$ cat config.mk
export PLATFORM = sky130hd
export DESIGN_NAME = moisture_sample_conditioner_unit
export DESIGN_NICKNAME = d
export VERILOG_FILES = /design/src/hw/rtl/msc_pkg.sv /design/src/hw/rtl/msc_regs.sv /design/src/hw/rtl/msc_ctrl.sv /design/src/hw/rtl/msc_dp.sv /design/src/hw/rtl/moisture_sample_conditioner_unit.sv
export SDC_FILE = /design/constraint.sdc
export NUM_CORES = 1
export LEC_CHECK = 0
export ABC_AREA = 1
export BUFFER_PORTS_ARGS = -buffer_cell sky130_fd_sc_hd__buf_2
export CAP_MARGIN = 20
export CELL_PAD_IN_SITES_DETAIL_PLACEMENT = 1
export CELL_PAD_IN_SITES_GLOBAL_PLACEMENT = 1
export CORE_MARGIN = 5
export CORE_UTILIZATION = 44
export DETAILED_ROUTE_END_ITERATION = 10
export PLACE_DENSITY = 0.76
export SYNTH_ARGS = -nofsm -noshare
export SYNTH_HDL_FRONTEND = slang
export SYNTH_SLANG_ARGS = --single-unit
$ cat constraint.sdc
create_clock -name i_clk -period 13.3 [get_ports i_clk]
set_input_delay 0.665 -clock i_clk [delete_from_list [all_inputs] [get_ports i_clk]]
set_output_delay 0.665 -clock i_clk [all_outputs]
set_load 0.005 [all_outputs]
$ cat src/hw/rtl/msc_pkg.sv
package msc_pkg;

    localparam int RAW_W      = 12;
    localparam int IN_W       = RAW_W + 1;
    localparam int FRAC_W     = 8;
    localparam int PCT_W      = 7 + FRAC_W;
    localparam int PCT_MAX    = 100 << FRAC_W;
    localparam int ALPHA_W    = FRAC_W + 1;
    localparam int ALPHA_ONE  = 1 << FRAC_W;
    localparam int CNT_W      = 8;
    localparam int CNT_MAX    = (1 << CNT_W) - 1;
    localparam int NUM_W      = RAW_W + PCT_W;
    localparam int DIV_CNT_W  = $clog2(PCT_W);
    localparam int PROD_W     = ALPHA_W + PCT_W;
    localparam int APB_AW     = 5;
    localparam int APB_DW     = 32;

    localparam logic [RAW_W-1:0]   RST_RAW_DRY    = RAW_W'(2800);
    localparam logic [RAW_W-1:0]   RST_RAW_WET    = RAW_W'(1200);
    localparam logic [RAW_W-1:0]   RST_MIN_SPAN   = RAW_W'(200);
    localparam logic [RAW_W-1:0]   RST_VALID_LOW  = RAW_W'(100);
    localparam logic [RAW_W-1:0]   RST_VALID_HIGH = RAW_W'(4000);
    localparam logic [ALPHA_W-1:0] RST_EMA_ALPHA  = ALPHA_W'(77);
    localparam logic [CNT_W-1:0]   RST_FAULT_TH   = CNT_W'(3);
    localparam logic [CNT_W-1:0]   RST_RECOVER_TH = CNT_W'(3);

    typedef enum logic [2:0] {
        ST_OK    = 3'd0,
        ST_DRV   = 3'd1,
        ST_RANGE = 3'd2,
        ST_CAL   = 3'd3,
        ST_FAULT = 3'd4
    } t_status;

    typedef enum logic [2:0] {
        REG_RAW_DRY    = 3'd0,
        REG_RAW_WET    = 3'd1,
        REG_MIN_SPAN   = 3'd2,
        REG_VALID_LOW  = 3'd3,
        REG_VALID_HIGH = 3'd4,
        REG_EMA_ALPHA  = 3'd5,
        REG_FAULT_TH   = 3'd6,
        REG_RECOVER_TH = 3'd7
    } t_reg_idx;

    typedef enum logic [2:0] {
        S_IDLE,
        S_CALC,
        S_DIV,
        S_EMA_MUL,
        S_EMA_SUM,
        S_DONE
    } t_state;

    typedef enum logic [1:0] {
        PM_ZERO,
        PM_SAT,
        PM_DIV
    } t_pct_mode;

    typedef struct packed {
        logic [RAW_W-1:0]   raw_dry;
        logic [RAW_W-1:0]   raw_wet;
        logic [RAW_W-1:0]   min_span;
        logic [RAW_W-1:0]   valid_low;
        logic [RAW_W-1:0]   valid_high;
        logic [ALPHA_W-1:0] ema_alpha;
        logic [CNT_W-1:0]   fault_threshold;
        logic [CNT_W-1:0]   recovery_threshold;
    } t_cfg;

    typedef struct packed {
        logic setup;
        logic div_step;
        logic ema_mul;
        logic ema_sum;
        logic commit;
    } t_cmd;

    typedef struct packed {
        logic invalid;
        logic need_div;
        logic div_last;
        logic out_free;
    } t_sts;

endpackage

$ cat src/hw/rtl/msc_regs.sv
module msc_regs (
    input  logic                         i_clk,
    input  logic                         i_rst_n,
    input  logic                         psel,
    input  logic                         penable,
    input  logic                         pwrite,
    input  logic [msc_pkg::APB_AW-1:0]   paddr,
    input  logic [msc_pkg::APB_DW-1:0]   pwdata,
    output logic [msc_pkg::APB_DW-1:0]   prdata,
    output logic                         pready,
    output msc_pkg::t_cfg                o_cfg
);

    msc_pkg::t_cfg    r_cfg;
    msc_pkg::t_reg_idx w_idx;

    assign w_idx  = msc_pkg::t_reg_idx'(paddr[msc_pkg::APB_AW-1:2]);
    assign pready = 1'b1;
    assign o_cfg  = r_cfg;

    always_ff @(posedge i_clk) begin
        if (!i_rst_n) begin
            r_cfg.raw_dry            <= msc_pkg::RST_RAW_DRY;
            r_cfg.raw_wet            <= msc_pkg::RST_RAW_WET;
            r_cfg.min_span           <= msc_pkg::RST_MIN_SPAN;
            r_cfg.valid_low          <= msc_pkg::RST_VALID_LOW;
            r_cfg.valid_high         <= msc_pkg::RST_VALID_HIGH;
            r_cfg.ema_alpha          <= msc_pkg::RST_EMA_ALPHA;
            r_cfg.fault_threshold    <= msc_pkg::RST_FAULT_TH;
            r_cfg.recovery_threshold <= msc_pkg::RST_RECOVER_TH;
        end else if (psel && penable && pwrite && pready) begin
            unique case (w_idx)
                msc_pkg::REG_RAW_DRY:    r_cfg.raw_dry <= pwdata[msc_pkg::RAW_W-1:0];
                msc_pkg::REG_RAW_WET:    r_cfg.raw_wet <= pwdata[msc_pkg::RAW_W-1:0];
                msc_pkg::REG_MIN_SPAN:   r_cfg.min_span <= pwdata[msc_pkg::RAW_W-1:0];
                msc_pkg::REG_VALID_LOW:  r_cfg.valid_low <= pwdata[msc_pkg::RAW_W-1:0];
                msc_pkg::REG_VALID_HIGH: r_cfg.valid_high <= pwdata[msc_pkg::RAW_W-1:0];
                msc_pkg::REG_EMA_ALPHA:  r_cfg.ema_alpha <= pwdata[msc_pkg::ALPHA_W-1:0];
                msc_pkg::REG_FAULT_TH:   r_cfg.fault_threshold <= pwdata[msc_pkg::CNT_W-1:0];
                msc_pkg::REG_RECOVER_TH: r_cfg.recovery_threshold <= pwdata[msc_pkg::CNT_W-1:0];
            endcase
        end
    end

    always_comb begin
        unique case (w_idx)
            msc_pkg::REG_RAW_DRY:    prdata = msc_pkg::APB_DW'(r_cfg.raw_dry);
            msc_pkg::REG_RAW_WET:    prdata = msc_pkg::APB_DW'(r_cfg.raw_wet);
            msc_pkg::REG_MIN_SPAN:   prdata = msc_pkg::APB_DW'(r_cfg.min_span);
            msc_pkg::REG_VALID_LOW:  prdata = msc_pkg::APB_DW'(r_cfg.valid_low);
            msc_pkg::REG_VALID_HIGH: prdata = msc_pkg::APB_DW'(r_cfg.valid_high);
            msc_pkg::REG_EMA_ALPHA:  prdata = msc_pkg::APB_DW'(r_cfg.ema_alpha);
            msc_pkg::REG_FAULT_TH:   prdata = msc_pkg::APB_DW'(r_cfg.fault_threshold);
            msc_pkg::REG_RECOVER_TH: prdata = msc_pkg::APB_DW'(r_cfg.recovery_threshold);
        endcase
    end

endmodule

$ cat src/hw/rtl/msc_ctrl.sv
module msc_ctrl (
    input  logic          i_clk,
    input  logic          i_rst_n,
    input  logic          i_valid,
    output logic          o_ready,
    input  msc_pkg::t_sts i_sts,
    output msc_pkg::t_cmd o_cmd
);

    msc_pkg::t_state r_state;
    msc_pkg::t_state n_state;

    always_ff @(posedge i_clk) begin
        if (!i_rst_n) begin
            r_state <= msc_pkg::S_IDLE;
        end else begin
            r_state <= n_state;
        end
    end

    always_comb begin
        n_state = r_state;
        o_cmd   = '0;
        o_ready = 1'b0;
        unique case (r_state)
            msc_pkg::S_IDLE: begin
                o_ready = 1'b1;
                if (i_valid) begin
                    n_state = msc_pkg::S_CALC;
                end
            end
            msc_pkg::S_CALC: begin
                o_cmd.setup = 1'b1;
                if (i_sts.invalid) begin
                    n_state = msc_pkg::S_DONE;
                end else if (i_sts.need_div) begin
                    n_state = msc_pkg::S_DIV;
                end else begin
                    n_state = msc_pkg::S_EMA_MUL;
                end
            end
            msc_pkg::S_DIV: begin
                o_cmd.div_step = 1'b1;
                if (i_sts.div_last) begin
                    n_state = msc_pkg::S_EMA_MUL;
                end
            end
            msc_pkg::S_EMA_MUL: begin
                o_cmd.ema_mul = 1'b1;
                n_state       = msc_pkg::S_EMA_SUM;
            end
            msc_pkg::S_EMA_SUM: begin
                o_cmd.ema_sum = 1'b1;
                n_state       = msc_pkg::S_DONE;
            end
            msc_pkg::S_DONE: begin
                o_cmd.commit = i_sts.out_free;
                if (i_sts.out_free) begin
                    n_state = msc_pkg::S_IDLE;
                end
            end
            default: begin
                n_state = msc_pkg::S_IDLE;
            end
        endcase
    end

endmodule

$ cat src/hw/rtl/msc_dp.sv
module msc_dp (
    input  logic                              i_clk,
    input  logic                              i_rst_n,
    input  logic                              i_load,
    input  logic signed [msc_pkg::IN_W-1:0]   i_raw,
    input  msc_pkg::t_cfg                     i_cfg,
    input  msc_pkg::t_cmd                     i_cmd,
    output msc_pkg::t_sts                     o_sts,
    input  logic                              i_ready,
    output logic                              o_valid,
    output logic signed [msc_pkg::IN_W-1:0]   o_raw_echo,
    output logic                              o_valid_res,
    output logic [2:0]                        o_status,
    output logic [msc_pkg::PCT_W-1:0]         o_raw_percent,
    output logic [msc_pkg::PCT_W-1:0]         o_percent
);

    localparam int RW = msc_pkg::RAW_W;
    localparam int PW = msc_pkg::PCT_W;
    localparam int NW = msc_pkg::NUM_W;
    localparam int CW = msc_pkg::CNT_W;
    localparam int AW = msc_pkg::ALPHA_W;
    localparam int QW = msc_pkg::PROD_W;
    localparam int FW = msc_pkg::FRAC_W;
    localparam int DW = msc_pkg::DIV_CNT_W;

    // sample and per-item working registers
    logic signed [msc_pkg::IN_W-1:0] r_raw;
    msc_pkg::t_status                r_cls;
    msc_pkg::t_pct_mode              r_mode;
    logic [RW:0]                     r_rem;
    logic [PW-1:0]                   r_nlo;
    logic [PW-1:0]                   r_quo;
    logic [RW-1:0]                   r_div;
    logic [DW-1:0]                   r_dcnt;
    logic [QW-1:0]                   r_p1;
    logic [QW-1:0]                   r_p2;

    // filter and run state
    logic                            r_seeded;
    logic [PW-1:0]                   r_filt;
    logic [CW-1:0]                   r_irun;
    logic [CW-1:0]                   r_vrun;

    // result register
    logic                            r_ovalid;
    logic signed [msc_pkg::IN_W-1:0] r_o_raw;
    logic                            r_o_vres;
    msc_pkg::t_status                r_o_status;
    logic [PW-1:0]                   r_o_rawpct;
    logic [PW-1:0]                   r_o_pct;

    logic signed [RW:0]              w_span;
    logic signed [RW:0]              w_diff;
    logic                            w_bad_cal;
    logic                            w_oor;
    msc_pkg::t_status                w_cls;
    msc_pkg::t_pct_mode              w_mode;
    logic [NW-1:0]                   w_num;
    logic [RW:0]                     w_trial;
    logic                            w_ge;
    logic [PW-1:0]                   w_rawpct;
    logic [AW-1:0]                   w_alpha;
    logic [QW:0]                     w_sum;
    logic [CW-1:0]                   w_irun_inc;
    logic [CW-1:0]                   w_vrun_inc;
    logic                            w_faulted;
    logic                            w_out_free;

    // classification
    assign w_span    = $signed({1'b0, i_cfg.raw_dry}) - $signed({1'b0, i_cfg.raw_wet});
    assign w_diff    = $signed({1'b0, i_cfg.raw_dry}) - r_raw;
    assign w_bad_cal = w_span < $signed({1'b0, i_cfg.min_span});
    assign w_oor     = (r_raw[RW-1:0] < i_cfg.valid_low) || (r_raw[RW-1:0] > i_cfg.valid_high);

    always_comb begin
        priority if (w_bad_cal) begin
            w_cls = msc_pkg::ST_CAL;
        end else if (r_raw[msc_pkg::IN_W-1]) begin
            w_cls = msc_pkg::ST_DRV;
        end else if (w_oor) begin
            w_cls = msc_pkg::ST_RANGE;
        end else begin
            w_cls = msc_pkg::ST_OK;
        end
    end

    always_comb begin
        priority if (w_span <= 0 || w_diff <= 0) begin
            w_mode = msc_pkg::PM_ZERO;
        end else if (w_diff >= w_span) begin
            w_mode = msc_pkg::PM_SAT;
        end else begin
            w_mode = msc_pkg::PM_DIV;
        end
    end

    assign w_num   = NW'(w_diff[RW-1:0]) * NW'(msc_pkg::PCT_MAX);
    assign w_trial = {r_rem[RW-1:0], r_nlo[PW-1]};
    assign w_ge    = w_trial >= {1'b0, r_div};

    always_comb begin
        unique case (r_mode)
            msc_pkg::PM_ZERO: w_rawpct = '0;
            msc_pkg::PM_SAT:  w_rawpct = PW'(msc_pkg::PCT_MAX);
            msc_pkg::PM_DIV:  w_rawpct = r_quo;
            default:          w_rawpct = '0;
        endcase
    end

    assign w_alpha = (i_cfg.ema_alpha > AW'(msc_pkg::ALPHA_ONE)) ?
                     AW'(msc_pkg::ALPHA_ONE) : i_cfg.ema_alpha;
    assign w_sum   = {1'b0, r_p1} + {1'b0, r_p2};

    assign w_irun_inc = (r_irun == CW'(msc_pkg::CNT_MAX)) ? r_irun : r_irun + 1'b1;
    assign w_vrun_inc = (r_vrun == CW'(msc_pkg::CNT_MAX)) ? r_vrun : r_vrun + 1'b1;
    assign w_faulted  = r_irun >= i_cfg.fault_threshold;
    assign w_out_free = !r_ovalid || i_ready;

    assign o_sts.invalid  = w_cls != msc_pkg::ST_OK;
    assign o_sts.need_div = w_mode == msc_pkg::PM_DIV;
    assign o_sts.div_last = r_dcnt == DW'(PW - 1);
    assign o_sts.out_free = w_out_free;

    always_ff @(posedge i_clk) begin
        if (i_load) begin
            r_raw <= i_raw;
        end
        if (i_cmd.setup) begin
            r_cls  <= w_cls;
            r_mode <= w_mode;
            r_rem  <= {1'b0, w_num[NW-1:PW]};
            r_nlo  <= w_num[PW-1:0];
            r_quo  <= '0;
            r_div  <= w_span[RW-1:0];
            r_dcnt <= '0;
        end
        if (i_cmd.div_step) begin
            r_rem  <= w_ge ? w_trial - {1'b0, r_div} : w_trial;
            r_nlo  <= {r_nlo[PW-2:0], 1'b0};
            r_quo  <= {r_quo[PW-2:0], w_ge};
            r_dcnt <= r_dcnt + 1'b1;
        end
        if (i_cmd.ema_mul) begin
            r_p1 <= QW'(w_alpha) * QW'(w_rawpct);
            r_p2 <= QW'(AW'(msc_pkg::ALPHA_ONE) - w_alpha) * QW'(r_filt);
        end
        if (i_cmd.commit) begin
            r_o_raw <= r_raw;
            if (r_cls != msc_pkg::ST_OK) begin
                r_o_vres   <= 1'b0;
                r_o_status <= (w_irun_inc >= i_cfg.fault_threshold) ? msc_pkg::ST_FAULT : r_cls;
                r_o_rawpct <= r_filt;
                r_o_pct    <= r_filt;
            end else begin
                r_o_rawpct <= w_rawpct;
                r_o_pct    <= r_filt;
                if (w_faulted && w_vrun_inc < i_cfg.recovery_threshold) begin
                    r_o_vres   <= 1'b0;
                    r_o_status <= msc_pkg::ST_FAULT;
                end else begin
                    r_o_vres   <= 1'b1;
                    r_o_status <= msc_pkg::ST_OK;
                end
            end
        end
    end

    always_ff @(posedge i_clk) begin
        if (!i_rst_n) begin
            r_seeded <= 1'b0;
            r_filt   <= '0;
            r_irun   <= '0;
            r_vrun   <= '0;
            r_ovalid <= 1'b0;
        end else begin
            if (i_cmd.ema_sum) begin
                r_seeded <= 1'b1;
                r_filt   <= r_seeded ? w_sum[FW +: PW] : w_rawpct;
            end
            if (i_cmd.commit) begin
                if (r_cls != msc_pkg::ST_OK) begin
                    r_vrun <= '0;
                    r_irun <= w_irun_inc;
                end else begin
                    r_vrun <= w_vrun_inc;
                    if (!(w_faulted && w_vrun_inc < i_cfg.recovery_threshold)) begin
                        r_irun <= '0;
                    end
                end
            end
            if (i_cmd.commit) begin
                r_ovalid <= 1'b1;
            end else if (i_ready) begin
                r_ovalid <= 1'b0;
            end
        end
    end

    assign o_valid       = r_ovalid;
    assign o_raw_echo    = r_o_raw;
    assign o_valid_res   = r_o_vres;
    assign o_status      = r_o_status;
    assign o_raw_percent = r_o_rawpct;
    assign o_percent     = r_o_pct;

endmodule

$ cat src/hw/rtl/moisture_sample_conditioner_unit.sv
// from accept, an invalid sample passes the calc state and then the done state; a valid sample
// whose percent is zero or saturated passes calc, EMA multiply, EMA sum and done, and one that
// needs the 15-step divide by the span also passes the divide state after calc;
// a new item is taken only in idle; the result register lets the next item be accepted while
// a result waits, and one finishing while that register is still held waits in done until it frees
// synchronous active-low reset restores default calibration and clears filter and fault runs
module moisture_sample_conditioner_unit (
    input  logic                               i_clk,
    input  logic                               i_rst_n,
    input  logic                               i_valid,
    output logic                               o_ready,
    input  logic signed [msc_pkg::IN_W-1:0]    i_raw,
    output logic                               o_valid,
    input  logic                               i_ready,
    output logic signed [msc_pkg::IN_W-1:0]    o_raw_echo,
    output logic                               o_valid_res,
    output logic [2:0]                         o_status,
    output logic [msc_pkg::PCT_W-1:0]          o_raw_percent,
    output logic [msc_pkg::PCT_W-1:0]          o_percent,
    input  logic                               psel,
    input  logic                               penable,
    input  logic                               pwrite,
    input  logic [msc_pkg::APB_AW-1:0]         paddr,
    input  logic [msc_pkg::APB_DW-1:0]         pwdata,
    output logic [msc_pkg::APB_DW-1:0]         prdata,
    output logic                               pready
);

    msc_pkg::t_cfg w_cfg;
    msc_pkg::t_cmd w_cmd;
    msc_pkg::t_sts w_sts;

    msc_regs u_regs (
        .i_clk   (i_clk),
        .i_rst_n (i_rst_n),
        .psel    (psel),
        .penable (penable),
        .pwrite  (pwrite),
        .paddr   (paddr),
        .pwdata  (pwdata),
        .prdata  (prdata),
        .pready  (pready),
        .o_cfg   (w_cfg)
    );

    msc_ctrl u_ctrl (
        .i_clk   (i_clk),
        .i_rst_n (i_rst_n),
        .i_valid (i_valid),
        .o_ready (o_ready),
        .i_sts   (w_sts),
        .o_cmd   (w_cmd)
    );

    msc_dp u_dp (
        .i_clk         (i_clk),
        .i_rst_n       (i_rst_n),
        .i_load        (i_valid && o_ready),
        .i_raw         (i_raw),
        .i_cfg         (w_cfg),
        .i_cmd         (w_cmd),
        .o_sts         (w_sts),
        .i_ready       (i_ready),
        .o_valid       (o_valid),
        .o_raw_echo    (o_raw_echo),
        .o_valid_res   (o_valid_res),
        .o_status      (o_status),
        .o_raw_percent (o_raw_percent),
        .o_percent     (o_percent)
    );

endmodule
## Word-level counts from Yosys, hierarchy flattened

Cells that the tools add are included.

| storage, ports and cells | value |
|---|---|
| output and inout bits | 82 |
| logic and storage cells | 140 |
| register bits | 280 |

| cells by class | value |
|---|---|
| add/subtract/negate cells | 8 |
| muxes and demuxes | 42 |
| equal/unequal tests | 22 |
| reductions and logical operators | 24 |
| $mul | 3 |
| magnitude comparators | 11 |

Operators with widths:

| operator | count |
|---|---|
| $pmux W32 S8 | 1 |
| $mux W15 | 6 |
| $mux W8 | 5 |
| $mux W12 | 3 |
| $pmux W15 S2 | 1 |
| $mux W3 | 9 |
| $le A13 B1 Y1 const B | 2 |
| $mul A24 B15 Y23 | 1 |
| $add A23 B23 Y23 | 1 |
| $mul A9 B15 Y23 | 1 |
| $eq A3 B3 Y1 const B | 6 |
| $pmux W3 S6 | 1 |
| $reduce_and A2 Y1 | 9 |
| $mul A12 B5 Y17 const B | 1 |
| $add A8 B1 Y8 const B | 2 |
| $eq A8 B8 Y1 const B | 2 |
| $ge A8 B8 Y1 | 2 |
| $ge A13 B12 Y1 | 1 |
| $ge A13 B13 Y1 | 1 |
| $lt A13 B13 Y1 | 1 |
| $sub A12 B12 Y13 | 1 |
| $sub A13 B13 Y13 | 1 |
| $eq A3 B2 Y1 const B | 4 |
| $gt A12 B12 Y1 | 1 |
| other kinds (23) | 47 |

## Longest topological paths before layout

| depth | value |
|---|---|
| word-level depth | 8 |
| mapped depth | 35 |
| gate-level depth less buffers | 34 |

## Modules after synthesis

From an unflattened synthesis, not the netlist that was laid out.

| unflattened totals | value |
|---|---|
| cell total of the unflattened synthesis | 3331 |
| area, all modules | 26410.3 um2 |

Modules (own cells, without submodules):

| module | instances | area an instance (um2) | cells each |
|---|---|---|---|
| msc_dp | 1 | 22091.2 | 2693 |
| msc_regs | 1 | 4091.4 | 597 |
| msc_ctrl | 1 | 220.2 | 39 |
| moisture_sample_conditioner_unit | 1 | 7.5 | 2 |

## Least setup slack after synthesis

No wires, ideal clock.

| timing | value |
|---|---|
| path type | register -> register |
| start point | reg u_regs.r_cfg, in the netlist u_regs.o_cfg[24] |
| end point | reg u_dp.r_p2[22], data pin |
| arrival | 6.387 ns |
| slack | 6.661 ns |
| cell stages (with the launch flop) | 32 |
| clock period less this slack | 6.639 ns |
| required time | 13.048 ns |
| cell sequence | dfxtp_1 -> buf_6 -> nor2_4 -> inv_1 -> buf_1 -> ha_1 -> nand2_1 -> nor2_2 -> inv_2 -> o21ai_0 -> nand2_2 -> inv_1 -> nand2_1 -> fa_1 -> fa_1 -> fa_1 -> inv_1 -> fa_1 -> fa_1 -> fa_1 -> ha_1 -> nand2_1 -> nor2_1 -> nand4_1 -> inv_1 -> a21oi_1 -> o21bai_1 -> a21boi_1 -> o21ai_0 -> inv_1 -> nand3_1 -> nand2_1 |

| on the way | value |
|---|---|
| cells in the longest elaborated chain, start to end | 4 |

RTL lines:

| element | RTL line | source |
|---|---|---|
| start, declared | msc_regs.sv:14 | `msc_pkg::t_cfg r_cfg;` |
| $gt A9 B9 Y1 | msc_dp.sv:111 | `assign w_alpha = (i_cfg.ema_alpha > AW'(msc_pkg::ALPHA_ONE)) ?` |
| $mux W9 (*) | msc_dp.sv:111 |  |
| $sub A9 B9 Y10 (*) | msc_dp.sv:146 | `r_p2 <= QW'(AW'(msc_pkg::ALPHA_ONE) - w_alpha) * QW'(r_filt);` |
| $mul A24 B15 Y23 (*) | msc_dp.sv:146 |  |
| end signal, assigned | msc_dp.sv:146 |  |
| end, declared | msc_dp.sv:37 | `logic [QW-1:0] r_p2;` |

Mark *: on every way between the ends. The rest lies on a longest branch, timed or not.
A chain may end at the register's enable or synchronous reset.

## Worst setup path after layout

| timing | value |
|---|---|
| start point | reg u_regs.r_cfg, in the netlist u_regs.o_cfg[16] |
| end point | reg u_dp.r_p2[22], data pin |

Same word-level chain as after synthesis.

==> key figures <==
Synthesis
  – Seq/Total Area, Yosys: 27.3%
  – Adder-Cell Fraction of Synth Area: 31.5%
  – Compound-Gate Fraction of Synth Area: 11.5%
  – Mapped cell area: 26300 um2
  – Post-synthesis simple-gate area fraction: 16.6%
  – Unique masters post-synth: 57
  – Top-area cell type share of the netlist area: 18.4%
  – Syn Area/Cell: 8.36 um2
  – XOR/XNOR Fraction of Synth Area: 3.10%
  – Synth Flop Type: edfxtp_1
  – YS warnings: 0
  – Mux share of post-synthesis cell area: 0%
  – Synth area leader: fa_1
  – Post-synth ARST share: 0%
  – Largest family of logic cells by synthesized area: adder cells
  – Post-Synthesis Cells: 3144
  – Register bit total from synthesis: 279
  – Post-synth EDFFs: 158
  – Area contributors post-synth: fa_1, edfxtp_1, ha_1

Final layout
  – Layout area overhead: 9.72%
  – Finished Layout Cells: 4050
  – Fillers: 7121
  – Layout cells sized above 1: 7.66%
  – Final antenna diode count: 0
  – Most common cell after layout, fill and taps aside: nand2_1
  – Most frequent cells in the layout: nand2_1, inv_1, ha_1
  – Final Net Count: 3824

Floorplanning
  – Initial core utilization: 44.5%
  – Placeable Area: 59100 um2
  – FP Rows: 89
  – Chip height: 254 um
  – DIE AREA: 64800 um2
  – Die Width: 254 um
  – I/O pin count: 139

Clock tree
  – CTS tree: done
  – H-tree Lvls: 2
  – Max Root-Sink Buffers: 3
  – Skew-Pair Late Insertion Delay: 0.57 ns
  – Post-cts sizing count: 0
  – Clock sink total: 279
  – Clk slew on worst S/H paths: 0.06 ns
  – Root buf cell: clkbuf_16
  – Num CTS Buffers: 36
  – CTS Hold Bufs: 0
  – Post-CTS Setup Bufs: 0

Worst setup path
  – Delay-heaviest family, CP: adder cells
  – R2R Path End: u_dp.r_p2[22]$_DFFE_PN_
  – CP Capture Type: flop
  – Worst reg2reg path startpoint: u_regs.o_cfg[16]$_SDFFE_PN1P_
  – Most frequent cell on the critical path: inv_1
  – Worst path max stage delay: 0.75 ns
  – CP Buf/Inv Count: 8
  – Critical Path RT: 13.62 ns
  – Worst Path Max Fanout: 19
  – Critical Path Sink: u_dp.r_p2[22]$_DFFE_PN_
  – Worst-case reg-to-reg path depth: 32
  – Flop-to-flop setup slack: 4.80 ns
  – Slowest-stage cell, CP: nor2_1
  – Critical path launch point: u_regs.o_cfg[16]$_SDFFE_PN1P_
  – WP data arrival: 8.83 ns
  – Worst path depth: 32
  – Crit Path Class: flop to flop
  – Startpoint Class: flop

Routing
  – Drt wl/cell: 20.3 um
  – Detailed Route Iter0 Violations: 1279
  – # DRC: 0
  – Vias/cell: 5.40
  – Initial DRT Pass Iterations: 5
  – Final ANT Viol Nets: 0
  – Final WL: 82400 um
  – Vias post-DR: 21900

Min path
  – Hold Crit Class: input port to flop

STA
  – Worst Clk Skew: 0.0329 ns
  – Max_slew headroom: 33.2%
  – Final Max Slew Viols: 0
  – RSZ-0062 raised after global routing: no
  – Fin crit period: 8.50 ns
  – Endpoints failing setup: 0
  – Worst slew pin tran: 1.00 ns
  – Fmax: 118 MHz
  – Final period util: 63.9%
  – Hold Fails Final Rpt: 0
  – Final setup TNS: 0 ns

GRT
  – Vias in the first global route: 23900
  – Largest net degree at the start of global routing: 76
  – Initial antenna violation count: 0
  – First-pass GRT wire length: 131000 um
  – GR Util All Layers: 25.6%
  – Gr ovfl total: 0

Pwr
  – Total power: 4.80 mW
  – Comb pwr share: 53.8%
  – Lkg Pwr: 13.9 nW
  – VDD IR max: 0.144 mV
  – Sequential power share: 24.6%
  – Switch share: 43.2%
  – PwrDens: 166 nW/um2
  – Sw power: 2.08 mW
  – Clock power share: 21.6%
  – Int Power: 2.73 mW

Placed design
  – Final HPWL DP: 65900 um
  – GP Congestion: 0.917
  – Placed insts: 3985
  – I/O Buffers: 95

Job
  – MaxCap Viol Count: 0

Run status
  – Run status: completed
sequential cells by signal, indices dropped and copies added (netlist names), 2 cells and up:
register / flops
u_dp.r_quo: 15
u_dp.o_percent: 15
u_dp.r_irun: 8
u_dp.r_cls: 2
u_dp.r_dcnt: 4
u_regs.o_cfg: 85
u_dp.o_status: 3
u_dp.r_filt: 15
u_dp.r_div: 12
u_dp.r_vrun: 8
u_dp.o_raw_echo: 13
u_dp.r_p1: 23
u_ctrl.r_state: 3
u_dp.r_rem: 12
u_dp.r_raw: 13
u_dp.r_p2: 23
u_dp.r_nlo: 5
u_dp.o_raw_percent: 15
u_dp.r_mode: 2
worst min path at each step:
stage / start / endpoint / slack (ns) / cells after the start
5_1_grt: i_raw[3] / u_dp.r_raw[3]$_DFFE_PP_ / 0.25 / 1
4_1_cts: i_raw[3] / u_dp.r_raw[3]$_DFFE_PP_ / 0.25 / 1
6_report: i_raw[3] / u_dp.r_raw[3]$_DFFE_PP_ / 0.28 / 1
3_3_place_gp: u_regs.o_cfg[38]$_SDFFE_PN0P_ / u_regs.o_cfg[38]$_SDFFE_PN0P_ / 0.47 / 2
2_1_floorplan: u_dp.r_filt[6]$_SDFFE_PN0P_ / u_dp.o_percent[6]$_DFFE_PP_ / 0.41 / 0
3_5_place_dp: u_regs.o_cfg[38]$_SDFFE_PN0P_ / u_regs.o_cfg[38]$_SDFFE_PN0P_ / 0.47 / 2
layout make-up:
cell class	count	area, um2	share of cell area [%]
clock buffer	46	980	3.40
clock inverter	19	255	0.885
inverter	596	2240	7.75
multi-input combinational	2226	16700	57.7
sequential	279	7170	24.8
tap	773	967	3.35
timing repair buffer	111	596	2.06
power by group through the flow:
stage | clock network [mW] | logic (mW) | registers [mW]
after global placement | 0 | 2.40 | 1.20
after floorplan | 0 | 1.92 | 1.17
final | 1.04 | 2.58 | 1.18
after detailed placement | 0 | 2.55 | 1.20
after CTS | 1.06 | 2.59 | 1.18
after global routing | 1.10 | 2.98 | 1.19
cell families (layout without fill, tap and decap cells):
family / Yosys count / count (layout)
xor gates and xnor gates: 89 / 89
DFF: 279 / 279
and+or+nand+nor: 1039 / 1039
buffers and inverters: 680 / 772
AOI/OAI and AO/OA: 538 / 538
other: 2 / 43
adders and majority gates: 517 / 517
routing by layer:
metal / track usage [%] / vias up / routed length (um)
li1: - / 10300 / -
met4: 7.12 / 0 / 2300
met5: 0 / - / 0
met2: 43.4 / 456 / 39600
met3: 2.94 / 116 / 3300
met1: 35.1 / 11000 / 37200
synth_stat cells (6+ instances only):
| cell type | number |
|---|---|
| ha_1 | 275 |
| nor2_1 | 263 |
| a221oi_1 | 11 |
| a21oi_2 | 12 |
| dfxtp_1 | 121 |
| nor3_1 | 30 |
| xor2_1 | 60 |
| nand4_1 | 25 |
| nand2_2 | 15 |
| clkbuf_1 | 49 |
| inv_1 | 573 |
| nand2_1 | 591 |
| nand3b_1 | 8 |
| xnor2_1 | 25 |
| buf_4 | 21 |
| o21bai_1 | 10 |
| buf_2 | 7 |
| a21o_1 | 13 |
| fa_1 | 242 |
| o21ai_1 | 10 |
| o21ai_0 | 162 |
| buf_1 | 6 |
| a31oi_1 | 8 |
| a21oi_1 | 242 |
| edfxtp_1 | 158 |
| inv_2 | 19 |
| o22ai_1 | 22 |
| nor4_1 | 8 |
| nor2_4 | 6 |
| o211ai_1 | 23 |
| nand3_1 | 72 |
stage by stage:
stage	utilization [%]	hold WS (ns)	setup slack, ns	instance area (um2)
finish	48.8	0.277	4.80	28900
global route	48.8	0.252	4.32	28900
CTS	48.8	0.252	4.92	28900
detailed placement	46.7	0.468	4.99	27600
global placement	46.7	0.469	5.11	27600
floorplan	-	0.406	6.66	26500
Note: power is estimated with default switching activity, not from simulation.
